**config.mk**
```make
export PLATFORM = sky130hd
export DESIGN_NAME = rtc_date_period_timer_top
export DESIGN_NICKNAME = d
export VERILOG_FILES = /design/src/design/rdpt_pkg.sv /design/src/design/rdpt_conv.sv /design/src/design/rdpt_core.sv /design/src/design/rtc_date_period_timer_top.sv
export SDC_FILE = /design/constraint.sdc
export NUM_CORES = 2
export LEC_CHECK = 0
export BUFFER_PORTS_ARGS = -buffer_cell sky130_fd_sc_hd__buf_2
export CAP_MARGIN = 20
export CORE_MARGIN = 2
export CORE_UTILIZATION = 50
export CTS_BUF_LIST = sky130_fd_sc_hd__clkbuf_16
export DETAILED_ROUTE_END_ITERATION = 7
export PLACE_DENSITY_LB_ADDON = 0.05
export SLEW_MARGIN = 20
export SYNTH_ARGS = -nofsm -noshare
export SYNTH_HDL_FRONTEND = slang
export SYNTH_SLANG_ARGS = --single-unit
```
**constraint.sdc**
```tcl
create_clock -name clk -period 11.95 [get_ports clk]
set_input_delay 0.5975 -clock clk [delete_from_list [all_inputs] [get_ports clk]]
set_output_delay 0.5975 -clock clk [all_outputs]
set_load 0.1 [all_outputs]
```
**src/design/rdpt_pkg.sv**
```systemverilog
`default_nettype none

package rdpt_pkg;

    // one hundred years of seconds
    localparam logic [31:0]        CENTURY_SECS   = 32'd3155760000;
    localparam logic signed [34:0] CENTURY_SECS_S = 35'sd3155760000;
    localparam logic signed [34:0] DAY_SECS_S     = 35'sd86400;

    // floor(x / 1000) for x below 2**20 as (x * POLL_RECIP) >> POLL_SHIFT
    localparam int                 POLL_SHIFT = 30;
    localparam logic [20:0]        POLL_RECIP = 21'd1073742;

    localparam int IN_DATA_W  = 88;
    localparam int IN_USER_W  = 2;
    localparam int OUT_DATA_W = 40;

    typedef enum logic [1:0] {
        MODE_SAMPLE  = 2'd0,
        MODE_CHECK   = 2'd1,
        MODE_SET     = 2'd2,
        MODE_RESTART = 2'd3
    } mode_t;

    // one item after the intake stage, seconds already worked out
    typedef struct packed {
        logic [1:0]  mode;
        logic [31:0] date_secs;
        logic [10:0] poll_secs;
        logic [31:0] set_secs;
        logic        restart_too;
    } item_t;

    typedef struct packed {
        logic [31:0] current_secs;
        logic [31:0] start_secs;
    } core_status_t;

    function automatic logic [8:0] days_before_month(input logic [3:0] idx);
        logic [8:0] d;
        case (idx)
            4'd0:    d = 9'd0;
            4'd1:    d = 9'd31;
            4'd2:    d = 9'd59;
            4'd3:    d = 9'd90;
            4'd4:    d = 9'd120;
            4'd5:    d = 9'd151;
            4'd6:    d = 9'd181;
            4'd7:    d = 9'd212;
            4'd8:    d = 9'd243;
            4'd9:    d = 9'd273;
            4'd10:   d = 9'd304;
            4'd11:   d = 9'd334;
            default: d = 9'd0;
        endcase
        return d;
    endfunction

    // valid for -C < x < 2C
    function automatic logic [31:0] mod_century(input logic signed [34:0] x);
        logic signed [34:0] r;
        if (x < 0)
        begin
            r = x + CENTURY_SECS_S;
        end
        else if (x >= CENTURY_SECS_S)
        begin
            r = x - CENTURY_SECS_S;
        end
        else
        begin
            r = x;
        end
        return r[31:0];
    endfunction

    function automatic logic [31:0] reduce_word(input logic [31:0] x);
        logic [31:0] r;
        if (x >= CENTURY_SECS)
        begin
            r = x - CENTURY_SECS;
        end
        else
        begin
            r = x;
        end
        return r;
    endfunction

endpackage

`default_nettype wire

```
**src/design/rdpt_conv.sv**
```systemverilog
`default_nettype none

module rdpt_conv (
    input  wire logic [1:0]                  mode,
    input  wire logic [rdpt_pkg::IN_DATA_W-1:0] data,
    output rdpt_pkg::item_t                  item
);
    import rdpt_pkg::*;

    logic [6:0]  year;
    logic [3:0]  month;
    logic [4:0]  day;
    logic [4:0]  hour;
    logic [5:0]  minute;
    logic [5:0]  second;
    logic [19:0] millis;
    logic [31:0] set_value;

    logic [3:0]  month_c;
    logic [15:0] days;
    logic        leap_add;
    logic [32:0] day_secs;
    logic [16:0] hms;
    logic signed [34:0] total;
    logic [40:0] poll_prod;

    assign year      = data[6:0];
    assign month     = data[10:7];
    assign day       = data[15:11];
    assign hour      = data[20:16];
    assign minute    = data[26:21];
    assign second    = data[32:27];
    assign millis    = data[52:33];
    assign set_value = data[84:53];

    always_comb
    begin
        if (month == 4'd0)
        begin
            month_c = 4'd1;
        end
        else if (month > 4'd12)
        begin
            month_c = 4'd12;
        end
        else
        begin
            month_c = month;
        end
    end

    // year 00 counts as leap, so leap days before year y is (y + 3) / 4
    assign leap_add = (month_c > 4'd2) && (year[1:0] == 2'b00);
    assign days = {9'b0, year} * 16'd365
                + 16'({1'b0, year} + 8'd3 >> 2)
                + 16'(days_before_month(month_c - 4'd1))
                + 16'(leap_add)
                + 16'(day);

    assign day_secs = {17'b0, days} * 33'd86400;
    assign hms      = {12'b0, hour} * 17'd3600 + {11'b0, minute} * 17'd60 + 17'(second);
    // day field counts from one; day zero lands one day back
    assign total    = $signed({2'b0, day_secs}) + $signed({18'b0, hms}) - DAY_SECS_S;

    assign poll_prod = {21'b0, millis} * {20'b0, POLL_RECIP};

    assign item.mode        = mode;
    assign item.date_secs   = mod_century(total);
    assign item.poll_secs   = poll_prod[POLL_SHIFT+10:POLL_SHIFT];
    assign item.set_secs    = reduce_word(set_value);
    assign item.restart_too = data[85];

endmodule

`default_nettype wire

```
**src/design/rdpt_core.sv**
```systemverilog
`default_nettype none

module rdpt_core (
    input  wire logic                 clk,
    input  wire logic                 rst_n,
    input  wire logic                 fire,
    input  wire rdpt_pkg::item_t      item,
    input  wire logic [31:0]          period,
    output logic [31:0]               elapsed,
    output logic                      ready_res,
    output rdpt_pkg::core_status_t    status
);
    import rdpt_pkg::*;

    logic [31:0] current_reg, current_next;
    logic [31:0] start_reg, start_next;
    logic        init_reg, init_next;

    logic [31:0] add_b;
    logic [31:0] sub_c;
    logic [31:0] el_raw;
    logic [31:0] set_start;
    logic        take_poll;

    // one shared modular adder: poll + b - c
    assign el_raw    = mod_century($signed({3'b0, add_b}) + $signed({24'b0, item.poll_secs})
                                   - $signed({3'b0, sub_c}));
    assign set_start = mod_century($signed({3'b0, current_reg}) - $signed({3'b0, item.set_secs}));

    always_comb
    begin
        current_next = current_reg;
        start_next   = start_reg;
        init_next    = init_reg;
        add_b        = current_reg;
        sub_c        = start_reg;
        take_poll    = 1'b0;
        ready_res    = 1'b0;
        case (mode_t'(item.mode))
            MODE_SAMPLE:
            begin
                current_next = item.date_secs;
                add_b        = item.date_secs;
                if (!init_reg)
                begin
                    init_next  = 1'b1;
                    start_next = item.date_secs;
                    take_poll  = 1'b1;
                end
            end
            MODE_CHECK:
            begin
                if (el_raw >= period)
                begin
                    ready_res  = 1'b1;
                    start_next = current_reg;
                    take_poll  = 1'b1;
                end
            end
            MODE_SET:
            begin
                // without restart_too, elapsed after the set is poll + set value
                add_b = item.set_secs;
                sub_c = 32'd0;
                if (item.restart_too)
                begin
                    start_next = current_reg;
                    take_poll  = 1'b1;
                end
                else
                begin
                    start_next = set_start;
                end
            end
            default:
            begin
                start_next = current_reg;
                take_poll  = 1'b1;
            end
        endcase
    end

    // after a restart, start equals current and only the poll seconds remain
    assign elapsed = take_poll ? {21'b0, item.poll_secs} : el_raw;

    always_ff @(posedge clk or negedge rst_n)
    begin
        if (!rst_n)
        begin
            current_reg <= '0;
            start_reg   <= '0;
            init_reg    <= 1'b0;
        end
        else if (fire)
        begin
            current_reg <= current_next;
            start_reg   <= start_next;
            init_reg    <= init_next;
        end
    end

    assign status.current_secs = current_reg;
    assign status.start_secs   = start_reg;

endmodule

`default_nettype wire

```
**src/design/rtc_date_period_timer_top.sv**
```systemverilog
// Periodic timer fed by RTC date samples.
// Input stream (s_*): tuser carries the item kind (sample, check, set, restart),
// tdata the date fields, milliseconds since poll, set value and restart flag.
// Output stream (m_*): one transfer per input item, in order, carrying the
// elapsed seconds after the item and the ready flag of a check.
// Config channel (cfg_*): writes the period in seconds; always ready, reduced
// modulo one hundred years on the write. Write only while the block is idle.
// Pipeline: each item passes the intake register, then the result register,
// before it is offered on m_tvalid. Throughput: one item per cycle while m_tready
// stays high; the date conversion feeds the intake register and the timer
// update feeds the result register.
// Reset: period, current time, start time and the first-sample flag clear;
// both stages empty.
// Stall: with m_tready low the result register holds; the intake register
// still takes one more item, then s_tready drops until the result moves on.
`default_nettype none

module rtc_date_period_timer_top (
    input  wire logic                             clk,
    input  wire logic                             rst_n,
    // tuser: mode[1:0]
    // tdata: year[6:0] month[10:7] day[15:11] hour[20:16] minute[26:21]
    //        second[32:27] millis_since_poll[52:33] set_value[84:53]
    //        restart_too[85], zero pad [87:86]
    input  wire logic                             s_tvalid,
    output logic                                  s_tready,
    input  wire logic [rdpt_pkg::IN_DATA_W-1:0]   s_tdata,
    input  wire logic [rdpt_pkg::IN_USER_W-1:0]   s_tuser,
    // tdata: elapsed[31:0] ready_res[32], zero pad [39:33]
    output logic                                  m_tvalid,
    input  wire logic                             m_tready,
    output logic [rdpt_pkg::OUT_DATA_W-1:0]       m_tdata,
    input  wire logic                             cfg_valid,
    output logic                                  cfg_ready,
    input  wire logic [31:0]                      cfg_data
);
    import rdpt_pkg::*;

    item_t        conv_item;
    item_t        s1_item_reg;
    logic         s1_valid_reg, s1_valid_next;
    logic         out_valid_reg, out_valid_next;
    logic [31:0]  out_elapsed_reg;
    logic         out_ready_reg;
    logic [31:0]  period_reg;

    logic         in_xfer;
    logic         s2_free;
    logic         fire;
    logic [31:0]  core_elapsed;
    logic         core_ready;
    core_status_t core_st;

    rdpt_conv u_conv (
        .mode (s_tuser),
        .data (s_tdata),
        .item (conv_item)
    );

    rdpt_core u_core (
        .clk       (clk),
        .rst_n     (rst_n),
        .fire      (fire),
        .item      (s1_item_reg),
        .period    (period_reg),
        .elapsed   (core_elapsed),
        .ready_res (core_ready),
        .status    (core_st)
    );

    assign s2_free  = !out_valid_reg || m_tready;
    assign fire     = s1_valid_reg && s2_free;
    assign s_tready = !s1_valid_reg || s2_free;
    assign in_xfer  = s_tvalid && s_tready;

    always_comb
    begin
        s1_valid_next = s1_valid_reg;
        if (in_xfer)
        begin
            s1_valid_next = 1'b1;
        end
        else if (fire)
        begin
            s1_valid_next = 1'b0;
        end
    end

    always_comb
    begin
        out_valid_next = out_valid_reg;
        if (fire)
        begin
            out_valid_next = 1'b1;
        end
        else if (m_tready)
        begin
            out_valid_next = 1'b0;
        end
    end

    always_ff @(posedge clk or negedge rst_n)
    begin
        if (!rst_n)
        begin
            s1_valid_reg  <= 1'b0;
            out_valid_reg <= 1'b0;
            period_reg    <= '0;
        end
        else
        begin
            s1_valid_reg  <= s1_valid_next;
            out_valid_reg <= out_valid_next;
            if (cfg_valid && cfg_ready)
            begin
                period_reg <= reduce_word(cfg_data);
            end
        end
    end

    always_ff @(posedge clk)
    begin
        if (in_xfer)
        begin
            s1_item_reg <= conv_item;
        end
        if (fire)
        begin
            out_elapsed_reg <= core_elapsed;
            out_ready_reg   <= core_ready;
        end
    end

    assign cfg_ready = 1'b1;
    assign m_tvalid  = out_valid_reg;
    assign m_tdata   = {7'b0, out_ready_reg, out_elapsed_reg};

    a_state_range: assert property (@(posedge clk) disable iff (!rst_n)
        (core_st.current_secs < CENTURY_SECS) && (core_st.start_secs < CENTURY_SECS))
        else $error("timer state out of range");

    a_period_range: assert property (@(posedge clk) disable iff (!rst_n)
        period_reg < CENTURY_SECS)
        else $error("period not reduced");

    a_elapsed_range: assert property (@(posedge clk) disable iff (!rst_n)
        m_tvalid |-> (out_elapsed_reg < CENTURY_SECS))
        else $error("elapsed out of range");

    // a check that fires restarts, leaving only the poll seconds
    a_fired_small: assert property (@(posedge clk) disable iff (!rst_n)
        (m_tvalid && out_ready_reg) |-> (out_elapsed_reg <= 32'd1048))
        else $error("fired check reports stale elapsed");

    a_fire_restarts: assert property (@(posedge clk) disable iff (!rst_n)
        (fire && core_ready) |=> (core_st.start_secs == core_st.current_secs))
        else $error("fired check did not restart");

endmodule

`default_nettype wire
```
==> key figures <==
Status
  • Run status: finished, final reports clean

Synth
  • Prevailing post-synth register cell: edfxtp_1
  • Most frequent cells after synthesis: ha_1, inv_1, nand2_1
  • Mapped Cells: 3551
  • EDFF count, synth: 111
  • Netlist cell types: 94
  • Sequential-to-total area share from yosys stat: 18.73%
  • #FFs+latches synth: 210
  • Synth top area cells: ha_1, fa_1, edfxtp_1, dfrtp_1, inv_1
  • Syn_area_per_cell: 8.735 um^2
  • Async S/R FF share, synth: 47.14%
  • Mapped cell area: 31020 um^2
  • Synth top area share: 21.26%
  • Synth area leader: ha_1
  • Most frequent cell after synthesis: ha_1
  • Synth Warn #: 0

STA
  • Fin crit share: 96.69%
  • Worst setup margin: 0.3953 ns
  • Max-slew violation count: 0
  • Unrepaired setup endpoints after global routing: yes
  • Final setup skew: 0.01756 ns
  • Least-Margin Pin Slew: 1.072 ns
  • Post-layout min period: 11.55 ns
  • Endpoints failing setup: 0
  • Min Hold Slack: 0.2266 ns
  • Max Freq: 86.55 MHz
  • Final Hold Viols: 0
  • Max-slew headroom: 28.12%

Floorplanning
  • Core Area: 61480 um^2
  • Die area: 64040 um^2
  • Die Y: 253.1 um
  • Ports: 170
  • Initial core utilization: 50.45%
  • Die X: 253.1 um
  • Num rows: 91

Place
  • Buffers on Ports: 159
  • Pre-CTS WS: -0.7112 ns
  • Placer Congestion: 0.9501
  • Dpl hpwl: 71790 um

Layout
  • Fin nets: 4703
  • Layout cells sized above 1: 15.06%
  • P&R area growth vs syn: 13.82%
  • Largest register FFs: 78

Clock tree
  • Clk_lat worst skew: 0.55 ns
  • Reg clk slew, reported paths: 0.06 ns
  • CTS Sinks: 210
  • Max H-tree Level: 1
  • Clock root cell: clkbuf_16
  • Maximum root-to-sink buffer count: 3
  • CTS tree: done
  • TritonCTS Buffers: 26

Global route
  • Largest net degree at the start of global routing: 80
  • Global-route wire length before repair: 137200 um
  • Antenna violations before repair: 1
  • Number of global-route vias before repair: 26478
  • GR Overflow Total: 0
  • Global-route usage over all layers: 26.70%

Setup path
  • Critical Path AT: 11.84 ns
  • Worst stage delay on the critical path: 0.59 ns
  • CP Capture Type: register
  • Reg2reg path depth: 33
  • Setup CP Type: in -> reg
  • Slowest CP cell: a2111o_2
  • CP Launch Type: input pin
  • WP data required: 12.24 ns
  • Worst-path fanout max: 7

Route
  • Avg Vias per Cell: 5.638
  • Final WL: 85610 um
  • Vias: 26403
  • Routed len/inst: 18.28 um
  • Antenna-violating nets left: 0
  • Starting DRC count in detailed routing: 1450
  • Drt pass-1 iters: 5
  • Remaining DRCs: 0

Run
  • Max_cap viols: 0

Worst hold path
  • Worst min path class: in -> reg
  • Hold Path Depth: 1
-- kinds of logic (layout without fill, tap and decap cells) --
| logic type | after synthesis | in the layout | share of synthesized area, % |
|---|---|---|---|
| DFF | 210 | 210 | 18.73 |
| buffers and inverters | 613 | 947 | 7.575 |
| AOI/OAI and AO/OA | 838 | 839 | 17.74 |
| other | 2 | 9 | 0.02421 |
| muxes | 78 | 78 | 2.719 |
| adders and majority gates | 705 | 705 | 32.71 |
| xor gates and xnor gates | 260 | 260 | 7.341 |
| and+or+nand+nor | 845 | 845 | 13.16 |
-- layout by cell type (no fill, tap or decap), types with 57 or more instances in the layout --
cell type  instances
nor2_1           214
o21ai_0          149
xnor2_1          167
ha_1             523
nor3_1            57
xor2_1            78
a21o_1            69
buf_2            158
a21oi_1          215
fa_1             176
buf_4            227
nand2_1          247
dfrtp_1           99
edfxtp_1         111
inv_1            511
-- layer usage --
| metal | vias up | track usage, % | share of wire (%) |
|---|---|---|---|
| met4 | 0 | 7.016 | 2.6 |
| met1 | 12667 | 34.75 | 44 |
| met2 | 555 | 47.91 | 50 |
| li1 | 13069 | - | - |
| met3 | 112 | 1.778 | 3.5 |
| met5 | - | 0 | 0 |
-- layout make-up --
class                   instances  area (um^2)
inverters                     511         1918
multi-input cells            2735        23210
clock inverters                21        161.4
diodes                          1        2.502
repair buffers                388         2536
well taps                     790        988.4
clock buffers                  27        675.6
fillers                      5669        26180
flip-flops and latches        210         5811
-- critical path: cells and delay by family --
kind | cells | cell delay, ns
compound gates | 12 | 2.68
simple gates | 9 | 1.96
xor+xnor | 3 | 0.48
buf+inv | 10 | 0.81
fa+ha+maj | 14 | 5.28
-- per-stage QoR --
| stage | util [%] | std cells | setup TNS, ns | area (um^2) |
|---|---|---|---|---|
| finish | 57.42 | 4683 | 0 | 35300 |
| detailed placement | 55.36 | 4613 | -14.55 | 34040 |
| CTS | 56.93 | 4670 | 0 | 35000 |
| global placement | 55.36 | 4613 | -8.210 | 34040 |
| global route | 57.42 | 4683 | -1.351 | 35300 |
| floorplan | - | 3557 | 0 | 31090 |
-- final timing paths --
path                            startpoint                     end  slack [ns]
setup / recovery               s_tdata[10]         s1_item_reg[53]        0.40
hold / removal                 s_tdata[59]          s1_item_reg[7]        0.23
hold reg to reg            u_core.init_reg         u_core.init_reg        0.47
max in group asynchronous            rst_n  u_core.current_reg[31]       10.04
setup reg to reg           s1_item_reg[77]     out_elapsed_reg[10]        1.93
min in group asynchronous            rst_n                m_tvalid        0.55
-- repair_timing --
item	4_1_cts	5_1_grt
hold endpoints to repair	4	0
hold buffers	1	0
cloned	1	0
buffers inserted	7	12
endpoints found under the setup margin	24	25
resized for setup	13	56
pin swaps	11	43
Power is left out: the tool's default activity adds up to more than one toggle a clock period on the data nets, which glitch-free logic cannot reach.
